==> config.mk <==
export PLATFORM = sky130hd
export DESIGN_NAME = ramst_seq
export DESIGN_NICKNAME = d
export VERILOG_FILES = /design/src/design/ramst_pkg.sv /design/src/design/ramst_seq.sv
export SDC_FILE = /design/constraint.sdc
export NUM_CORES = 1
export LEC_CHECK = 0
export BUFFER_PORTS_ARGS = -buffer_cell sky130_fd_sc_hd__buf_2
export CORE_AREA = 2 2 39 41
export DETAILED_ROUTE_END_ITERATION = 12
export DIE_AREA = 0 0 41 43
export HOLD_SLACK_MARGIN = 0.05
export PLACE_DENSITY = 0.45
export REMOVE_ABC_BUFFERS = 1
export SETUP_SLACK_MARGIN = 0.2
export SLEW_MARGIN = 20
export SYNTH_ARGS = -nofsm -noshare
export SYNTH_HDL_FRONTEND = slang
export SYNTH_SLANG_ARGS = --single-unit
==> constraint.sdc <==
create_clock -name clk_i -period 1.15 [get_ports clk_i]
set_input_delay 0.1725 -clock clk_i [delete_from_list [all_inputs] [get_ports clk_i]]
set_output_delay 0.1725 -clock clk_i [all_outputs]
set_load 0.05 [all_outputs]
==> src/design/ramst_pkg.sv <==
// Shared constants, types and control codes of the interval booking core.
`timescale 1ns / 1ps

package ramst_pkg;

  localparam int unsigned COORD_BITS = 10;
  localparam int unsigned COUNT_BITS = 16;

  localparam int unsigned START_W = 10;
  localparam int unsigned END_W   = 11;
  localparam int unsigned OUT_W   = 16;

  localparam int unsigned SLOT_COUNT = 1 << COORD_BITS;
  localparam int unsigned ADDR_W     = COORD_BITS;
  localparam int unsigned NODE_W     = COORD_BITS + 1;
  localparam int unsigned LR_W       = COORD_BITS + 2;
  localparam int unsigned EXT_W      = (END_W > LR_W) ? END_W : LR_W;
  localparam int unsigned LVL_W      = $clog2(COORD_BITS + 1);
  localparam int unsigned WORD_W     = 4 * COUNT_BITS;

  typedef logic [COUNT_BITS-1:0] cnt_t;
  typedef logic [ADDR_W-1:0]     addr_t;
  typedef logic [NODE_W-1:0]     node_t;
  typedef logic [LR_W-1:0]       lr_t;
  typedef logic [LVL_W-1:0]      lvl_t;

  // One child of a parent word: its maximum and its pending add.
  typedef struct packed {
    cnt_t t;
    cnt_t d;
  } half_t;

  typedef half_t [1:0] word_t;

  typedef enum logic [2:0] {
    ST_CLEAR,
    ST_IDLE,
    ST_ISSUE,
    ST_CALC,
    ST_WRB,
    ST_ROOT,
    ST_DONE
  } step_e;

  typedef enum logic [2:0] {
    C_NEVER,
    C_CLR_BUSY,
    C_NO_IN,
    C_EMPTY,
    C_NOT_LAST,
    C_OUT_BUSY
  } cond_e;

  typedef struct packed {
    logic in_ready;
    logic clr_wr;
    logic rd_first;
    logic rd_next;
    logic calc;
    logic wr_b;
    logic root_upd;
    logic out_load;
  } ctrl_t;

  typedef struct packed {
    logic in_valid;
    logic empty;
    logic last_level;
    logic clr_done;
    logic out_free;
  } stat_t;

endpackage

==> src/design/ramst_seq.sv <==
// Microcode sequencer: step register, control store and jump logic.
`timescale 1ns / 1ps

module ramst_seq (
  input  logic              clk_i,
  input  logic              rst_ni,
  input  ramst_pkg::stat_t  stat_i,
  output ramst_pkg::ctrl_t  ctrl_o
);
  import ramst_pkg::*;

  typedef struct packed {
    ctrl_t ctrl;
    cond_e cond;
    step_e jump;
    step_e next;
  } uword_t;

  function automatic uword_t ucode(step_e s);
    uword_t u;
    u.ctrl = '0;
    u.cond = C_NEVER;
    u.jump = ST_IDLE;
    u.next = ST_IDLE;
    case (s)
      ST_CLEAR: begin
        u.ctrl.clr_wr = 1'b1;
        u.cond = C_CLR_BUSY;
        u.jump = ST_CLEAR;
        u.next = ST_IDLE;
      end
      ST_IDLE: begin
        u.ctrl.in_ready = 1'b1;
        u.cond = C_NO_IN;
        u.jump = ST_IDLE;
        u.next = ST_ISSUE;
      end
      ST_ISSUE: begin
        u.ctrl.rd_first = 1'b1;
        u.cond = C_EMPTY;
        u.jump = ST_DONE;
        u.next = ST_CALC;
      end
      ST_CALC: begin
        u.ctrl.rd_next = 1'b1;
        u.ctrl.calc = 1'b1;
        u.next = ST_WRB;
      end
      ST_WRB: begin
        u.ctrl.wr_b = 1'b1;
        u.cond = C_NOT_LAST;
        u.jump = ST_CALC;
        u.next = ST_ROOT;
      end
      ST_ROOT: begin
        u.ctrl.root_upd = 1'b1;
        u.next = ST_DONE;
      end
      ST_DONE: begin
        u.ctrl.out_load = 1'b1;
        u.cond = C_OUT_BUSY;
        u.jump = ST_DONE;
        u.next = ST_IDLE;
      end
      default: begin
        u.next = ST_IDLE;
      end
    endcase
    return u;
  endfunction

  step_e  upc_q;
  step_e  upc_d;
  uword_t uw;
  logic   taken;

  assign uw = ucode(upc_q);

  always_comb begin
    case (uw.cond)
      C_NEVER:    taken = 1'b0;
      C_CLR_BUSY: taken = !stat_i.clr_done;
      C_NO_IN:    taken = !stat_i.in_valid;
      C_EMPTY:    taken = stat_i.empty;
      C_NOT_LAST: taken = !stat_i.last_level;
      C_OUT_BUSY: taken = !stat_i.out_free;
      default:    taken = 1'b0;
    endcase
    upc_d = taken ? uw.jump : uw.next;
  end

  always_comb begin
    ctrl_o = uw.ctrl;
  end

  always_ff @(posedge clk_i or negedge rst_ni) begin
    if (!rst_ni) begin
      upc_q <= ST_CLEAR;
    end else begin
      upc_q <= upc_d;
    end
  end

endmodule

==> impl_summary.txt, run 1 <==
----------------------------------------------------
[Setup path]
  Ordered cell list for the critical path ... inv_4 -> and3_4 -> buf_8
  Cell with the largest stage delay on the worst path ... sky130_fd_sc_hd__dfrtp_2
  Cells on worst reg2reg path ... 5
  Setup Crit Path Kind ... reg -> out
  Setup slack on the worst flop-to-flop path ... -100 ps
  Critical path launch point type ... register
  Stage delay of the slowest cell on the critical path ... between 400 and 500 ps
  Source of the worst register-to-register timing path ... upc_q[0]
  Worst path required time ... between 900 and 1000 ps
  Worst EP arrival ... roughly 1100 ps
  Element type at the critical path end ... primary output
  Critical path fanouts, max ... 4
  Worst r2r dst ... upc_q[2]

[Floorplanning]
  Placeable core region ... approximately 1400 um^2
  Cell row count ... 14
  Initial Util ... approximately a fifth
  Number of top-level pins ... 15
  Die width ... 41 um
  Vertical die dimension ... 43 um
  Die area ... roughly 1800 um^2

[Layout]
  Final cell utilization of the core ... a little under two fifths
  Top register by number of flip-flops ... upc_q
  Total non-filler cell area in the finished layout ... around 520 um^2
  Layout overhead on the synthesized area ... 100%
  Non-filler cells in the finished layout ... a little over 70
  Final net count ... 63
  Largest register FFs ... 3
  Leading registers by flop count ... upc_q (3)
  Ant diodes ... 0
  Share of post-route cells with drive strength above 1 ... ~75%

[STA]
  Worst hold slack across all endpoints ... between 200 and 250 ps
  Highest achievable clock rate ... around 0.76 GHz
  Part of the cycle the worst path needs ... 114%
  Number of pins exceeding their max-slew limit in the final report ... 0
  Slew headroom ... about 83%
  Count of endpoints failing setup in the final report ... 10
  Shortest period the worst path allows ... around 1300 ps
  RSZ-0062 raised after global routing ... yes
  Transition time at the pin with the least slew margin ... 256 ps
  Post-Route Skew ... approximately 2.3 ps
  Final setup margin ... -162 ps
  Number of hold-slack violations in the final timing report ... 0

[Routing]
  Initial drt markers ... 1
  Vias ... 300
  Antenna Violating Nets Remaining ... 0
  Post-detailed-route via-to-cell ratio ... about 4.2
  Total detailed-routing wirelength ... about 660 um
  Per-cell routed wire length ... between 9 and 10 um
  Router iterations before antenna repair ... 2
  Final routed DRC violation total ... 0

[CTS]
  Number of buffers added by the clock tree synthesis step ... 3
  H-tree levels ... 1
  CTS tree ... yes
  Later-pin clock latency in the skew report ... roughly 230 ps
  Clock tree buffer depth ... 2
  Post-CTS clock slew at the launch and capture registers of the worst setup and hold paths ... ~40 ps
  Clock root buffer master ... sky130_fd_sc_hd__clkbuf_4
  Total number of clock tree sinks ... 3

[Place]
  Total cell area at the placement stage ... about 350 um^2
  Instance count after placement with tap cells included ... slightly above 60
  Number of buffers added on ports ... 14
  RePlAce Congestion ... ~0.68
  Placed wire-length estimate ... 465 um

[Run status]
  Failing checks ... setup timing
  Status ... finished, violations left

[Synthesis]
  Simple-gate portion of the synthesized area ... between 20% and 30%
  Number of storage elements in the synthesis netlist ... 3
  Dominant register cell in the synthesized netlist ... sky130_fd_sc_hd__dfrtp_1
  Count of yosys warnings during synthesis ... 0
  Avg Inst Size Synth ... about 8.4 um^2
  Share of the synthesized netlist area taken by xor and xnor gates ... 0%
  Share of the yosys chip area belonging to registers ... a little under 30%
  Multiplexer share of the synthesized area ... 0%
  EDFF count, synth ... 0
  Library cells used by synthesis ... 20
  Async set-or-reset flop fraction in the synthesized netlist ... 100%
  Cells after synthesis ... 31
  Main combinational cell family by area after synthesis ... simple AND/OR/NAND/NOR gates
  Post-Syn Area ... ~260 um^2
  Adder and majority gate portion of the synthesized area ... 0%
  Fraction of the mapped netlist area in compound gates ... ~25%

[Pwr]
  Pwr per Cell Area ... 3590 nW/um^2
  Internal power ... a little under 0.001 W
  Gate power share ... 74.5%
  Share of total power in sequential cells ... between 15 and 20%
  Switching Share ... between 40% and 50%
  Relative contribution of the clock network to total power ... under 10%
  Cell leakage power ... about 0.24 nW
  Sw Pwr ... 0.000909 W
  Maximum VDD drop ... 0.864 mV

[Worst hold path]
  Hold Crit Start ... stat_i[3]
  Type of the worst min-delay path ... in -> reg
  Endpoint of the worst hold-timing path ... upc_q[2]
  Min-Delay Path Depth ... 3

[GRT]
  Number of antenna violations at the first check in global routing ... 0
  Pin count of the biggest net entering global routing ... 8
  Total global-route track usage ... between 9 and 10%
  Total gr overflow ... 0
  Global-route wire length before repair ... roughly 1.1 mm
  Via count of the first global-routing pass ... ~300

[Run]
  Maximum capacitance violations ... 0

----------------------------------------------------
how the worst max path moves through the flow:
stage	start	end	slack (ps)
finish	upc_q[2]	ctrl_o[3]	-160
detailed placement	upc_q[0]	ctrl_o[5]	-30
floorplan	upc_q[2]	ctrl_o[0]	-800
CTS	upc_q[2]	ctrl_o[4]	-160
global placement	upc_q[2]	upc_q[0]	-40
global route	upc_q[2]	ctrl_o[4]	-200
kinds of logic after synthesis:
kind of cell,Yosys count
AND/OR/NAND/NOR,13
AO/OA/AOI/OAI,8
buffers and inverters,7
flip-flops,3
critical path, delay by kind of cell, from the launching register on:
kind | cells | cell delay, ps
buffers and inverters | 2 | 240
DFF | 1 | 450
and+or+nand+nor | 1 | 210
through the flow:
stage	TNS (ps)	power, W	setup WS, ps
floorplan	-3260	0.000959	-804
detailed placement	-185	0.00127	-34.1
CTS	-1400	0.00177	-164
finish	-1230	0.00187	-162
global placement	-175	0.00128	-42.8
global route	-1710	0.00199	-202
area by class of cell:
type,count,area (um^2)
fillers,142,862
flip-flops and latches,3,78.8
repair buffers,24,209
well taps,16,20.0
clock buffers,4,26.3
multi-input cells,21,174
inverters,3,13.8
synthesized netlist by cell type, drive strengths merged (2+ instances only):
library cell | n | share of area, %
o21ai | 2 | 5.3
nor2 | 5 | 10
inv | 3 | 4.3
nor3 | 2 | 3.8
buf | 4 | 13
dfrtp | 3 | 29
and2 | 2 | 5.8
a21oi | 2 | 3.8
power by group through the flow:
| stage | sequential (W) | combinational [W] | clock (W) |
|---|---|---|---|
| 6_report | 0.000293 | 0.00139 | 0.000184 |
| 5_1_grt | 0.000301 | 0.00149 | 0.000207 |
| 4_1_cts | 0.000289 | 0.00128 | 0.000195 |
| 3_5_place_dp | 0.000262 | 0.00101 | 0 |
| 3_3_place_gp | 0.000262 | 0.00102 | 0 |
| 2_1_floorplan | 0.000277 | 0.000682 | 0 |
layer usage:
layer | vias to the layer above | track usage [%] | share of wire [%]
met1 | 139 | 10.3 | 41
met4 | 0 | 10.0 | 0
met2 | 8 | 14.1 | 56
li1 | 153 | - | -
met3 | 0 | 0 | 3.2
met5 | - | 0 | 0
placed cells by master, fill, tap and decap left out:
| master | instances |
|---|---|
| sky130_fd_sc_hd__inv_4 | 1 |
| sky130_fd_sc_hd__clkbuf_1 | 1 |
| sky130_fd_sc_hd__and2_4 | 2 |
| sky130_fd_sc_hd__o31ai_1 | 1 |
| sky130_fd_sc_hd__dfrtp_2 | 3 |
| sky130_fd_sc_hd__a21oi_1 | 2 |
| sky130_fd_sc_hd__o21ai_2 | 1 |
| sky130_fd_sc_hd__buf_6 | 5 |
| sky130_fd_sc_hd__and3_4 | 1 |
| sky130_fd_sc_hd__nor3_1 | 1 |
| sky130_fd_sc_hd__o21ai_0 | 1 |
| sky130_fd_sc_hd__clkbuf_4 | 3 |
| sky130_fd_sc_hd__o2bb2ai_1 | 1 |
| sky130_fd_sc_hd__buf_4 | 9 |
| sky130_fd_sc_hd__nand2_1 | 1 |
| sky130_fd_sc_hd__dlygate4sd3_1 | 1 |
| sky130_fd_sc_hd__nor3b_2 | 1 |
| sky130_fd_sc_hd__nor2_2 | 1 |
| sky130_fd_sc_hd__o32ai_1 | 1 |
| sky130_fd_sc_hd__nand2b_4 | 1 |
| sky130_fd_sc_hd__a2bb2oi_2 | 1 |
| sky130_fd_sc_hd__nor2_4 | 2 |
| sky130_fd_sc_hd__buf_8 | 3 |
| sky130_fd_sc_hd__nor2_1 | 2 |
| sky130_fd_sc_hd__nor3_2 | 1 |
| sky130_fd_sc_hd__inv_1 | 2 |
| sky130_fd_sc_hd__buf_2 | 6 |
what timing repair did:
item	CTS	global route
hold endpoints to repair	3	0
hold buffers	1	0
setup buffers	1	3
gates resized for setup	27	5
pin swaps	1	2
setup endpoints to repair	11	11
No activity file was read; power rests on OpenSTA's default activity.
==> run 2, diff against run 1 <==
Settings changed: CTS_BUF_LIST set to sky130_fd_sc_hd__clkbuf_2 sky130_fd_sc_hd__clkbuf_4 sky130_fd_sc_hd__clkbuf_8.
Clock period 1.15 ns to 1.6 ns, I/O delays scaled along.
==> run 2 against run 1 <==
The run now ends clean. Core utilization fell by 2.6 points. Via count up 0.33%. Design area down 7.0%. Die area is the same. Sequential cell count unchanged. Clock power down 16%. Critical endpoint is now ctrl_o[0]. Largest cell class unchanged.
==> impl_summary.txt, run 2 (synthesis gave the netlist of run 1 again) <==
----------------------------------------------------
[Pwr]
  Pwr per Cell Area ... 2670 nW/um^2 (-25%)
  Cell leakage power ... 0.230 nW (-4.9%)
  Maximum VDD drop ... 0.604 mV (-30%)
  Total chip power ... 0.00130 W (-31%)

[Routing]
  Post-detailed-route via-to-cell ratio ... 4.36 (+3.2%)
  Initial drt markers ... 4 (+3)
  Per-cell routed wire length ... 9.86 um (+6.5%)
  Router iterations before antenna repair ... 4 (+2)
  Antenna Violating Nets Remaining ... 0 (unchanged)
  Total detailed-routing wirelength ... 680 um (+3.5%)
  Final routed DRC violation total ... 0 (unchanged)
  Vias ... 301 (+0.33%)

[STA]
  Highest achievable clock rate ... between 0.7 and 0.8 GHz
  RSZ-0062 raised after global routing ... yes
  Worst hold slack across all endpoints ... 269 ps (+56.5 ps)
  Part of the cycle the worst path needs ... between 80% and 90%
  Number of pins exceeding their max-slew limit in the final report ... 0 (unchanged)
  Shortest period the worst path allows ... 1380 ps
  Number of hold-slack violations in the final timing report ... 0 (unchanged)
  Post-Route Skew ... 3.47 ps (+1.12 ps)
  Count of endpoints failing setup in the final report ... 0 (-10)
  Slew headroom ... 81.3% (-1.6 points)
  Transition time at the pin with the least slew margin ... 279 ps (+23.4 ps)

[Place]
  Number of buffers added on ports ... 14 (unchanged)
  RePlAce Congestion ... 0.689 (+1.8%)

[Floorplanning]
  Die area ... 1760 um^2 (unchanged)
  Die width ... 41 um (unchanged)
  Placeable core region ... 1380 um^2 (unchanged)
  Cell row count ... 14 (unchanged)
  Initial Util ... 18.8% (unchanged)
  Number of top-level pins ... 15 (unchanged)
  Vertical die dimension ... 43 um (unchanged)

[CTS]
  Later-pin clock latency in the skew report ... 240 ps (about the same)
  Post-CTS clock slew at the launch and capture registers of the worst setup and hold paths ... 40 ps (about the same)
  Number of buffers added by the clock tree synthesis step ... 3 (unchanged)
  Clock root buffer master ... sky130_fd_sc_hd__clkbuf_4
  Clock tree buffer depth ... 2 (unchanged)
  H-tree levels ... 1 (unchanged)
  CTS tree ... yes
  Total number of clock tree sinks ... 3 (unchanged)

[Run status]
  Status ... completed

[Setup path]
  Critical path fanouts, max ... 7 (+3)
  Worst path required time ... 1360 ps (+380 ps)
  Critical path launch point type ... register
  Worst EP arrival ... 1140 ps (about the same)
  Element type at the critical path end ... primary output
  Setup Crit Path Kind ... reg -> out

[GRT]
  Number of antenna violations at the first check in global routing ... 0 (unchanged)
  Total gr overflow ... 0 (unchanged)
  Total global-route track usage ... 9.85% (+0.61 points)
  Pin count of the biggest net entering global routing ... 11 (+3)
  Via count of the first global-routing pass ... 286 (-6.5%)
  Global-route wire length before repair ... 1.08 mm (unchanged)

[Layout]
  Layout overhead on the synthesized area ... 86.5%
  Commonest non-fill, non-tap cells in the layout ... sky130_fd_sc_hd__buf_4, sky130_fd_sc_hd__buf_2, sky130_fd_sc_hd__clkbuf_4
  Final net count ... 61 (-3.2%)
  Top register by number of flip-flops ... upc_q
  Most common cell after layout, fill and taps aside ... sky130_fd_sc_hd__buf_4
  Ant diodes ... 0 (unchanged)
  Largest register FFs ... 3 (unchanged)
  Share of post-route cells with drive strength above 1 ... 71.7% (-2.8 points)
  Leading registers by flop count ... upc_q (3)

[Run]
  Maximum capacitance violations ... 0 (unchanged)

[Worst hold path]
  Type of the worst min-delay path ... in -> reg

----------------------------------------------------
## run 2: final cells by class
class	instances	area [um^2]
Multi-Input combinational cell	21	159
Sequential cell	3	78.8
Timing Repair Buffer	22	186
Clock buffer	4	30.0
Inverter	3	11.3
Tap cell	16	20.0
Fill cell	146	898
## run 2: path summary, 6_finish.rpt
path                            startpoint         to  slack (ps)  cells after the start
worst max-delay path              upc_q[0]  ctrl_o[0]         220                      2
worst min-delay path             stat_i[3]   upc_q[2]         270                      3
worst max register to register    upc_q[2]   upc_q[0]         330                      4
worst min register to register    upc_q[1]   upc_q[1]         670                      2
max in group asynchronous           rst_ni   upc_q[2]        1150                      2
min in group asynchronous           rst_ni   upc_q[1]         330                      2
## run 2: where the power goes
group | internal, W | switching, W
clock network | 0.000111 | 0.0000441
registers | 0.000122 | 0.0000723
logic | 0.000431 | 0.000517
## run 2: per-layer routing
metal	track usage [%]	share of wire (%)	vias to the layer above
met5	0	0	-
met4	10.0	0	0
met3	4.71	5.1	0
met2	14.4	52	12
met1	9.03	43	142
li1	-	-	147
## run 2: through the flow
| stage | utilization (%) | TNS [ps] | cells | cell area, um^2 | setup WS, ps |
|---|---|---|---|---|---|
| detailed placement | 22.9 | 0 | 57 | 317 | 231 |
| global route | 35.1 | 0 | 69 | 485 | 170 |
| global placement | 22.9 | 0 | 57 | 317 | 236 |
| finish | 35.1 | 0 | 69 | 485 | 221 |
| CTS | 30.8 | 0 | 65 | 427 | 159 |
| floorplan | - | -977 | 27 | 226 | -422 |
## run 2: critical path: stages (launching register included)
cell	delay (ps)
sky130_fd_sc_hd__dfrtp_2	460
sky130_fd_sc_hd__nor3b_1	220
sky130_fd_sc_hd__buf_4	230
## run 2: what timing repair did
item	CTS	global route
endpoints found under the hold margin	3	0
buffers inserted	3	4
gates resized for setup	19	9
pin swaps	0	1
cloned	0	0
hold buffers	1	0
endpoints found under the setup margin	8	8
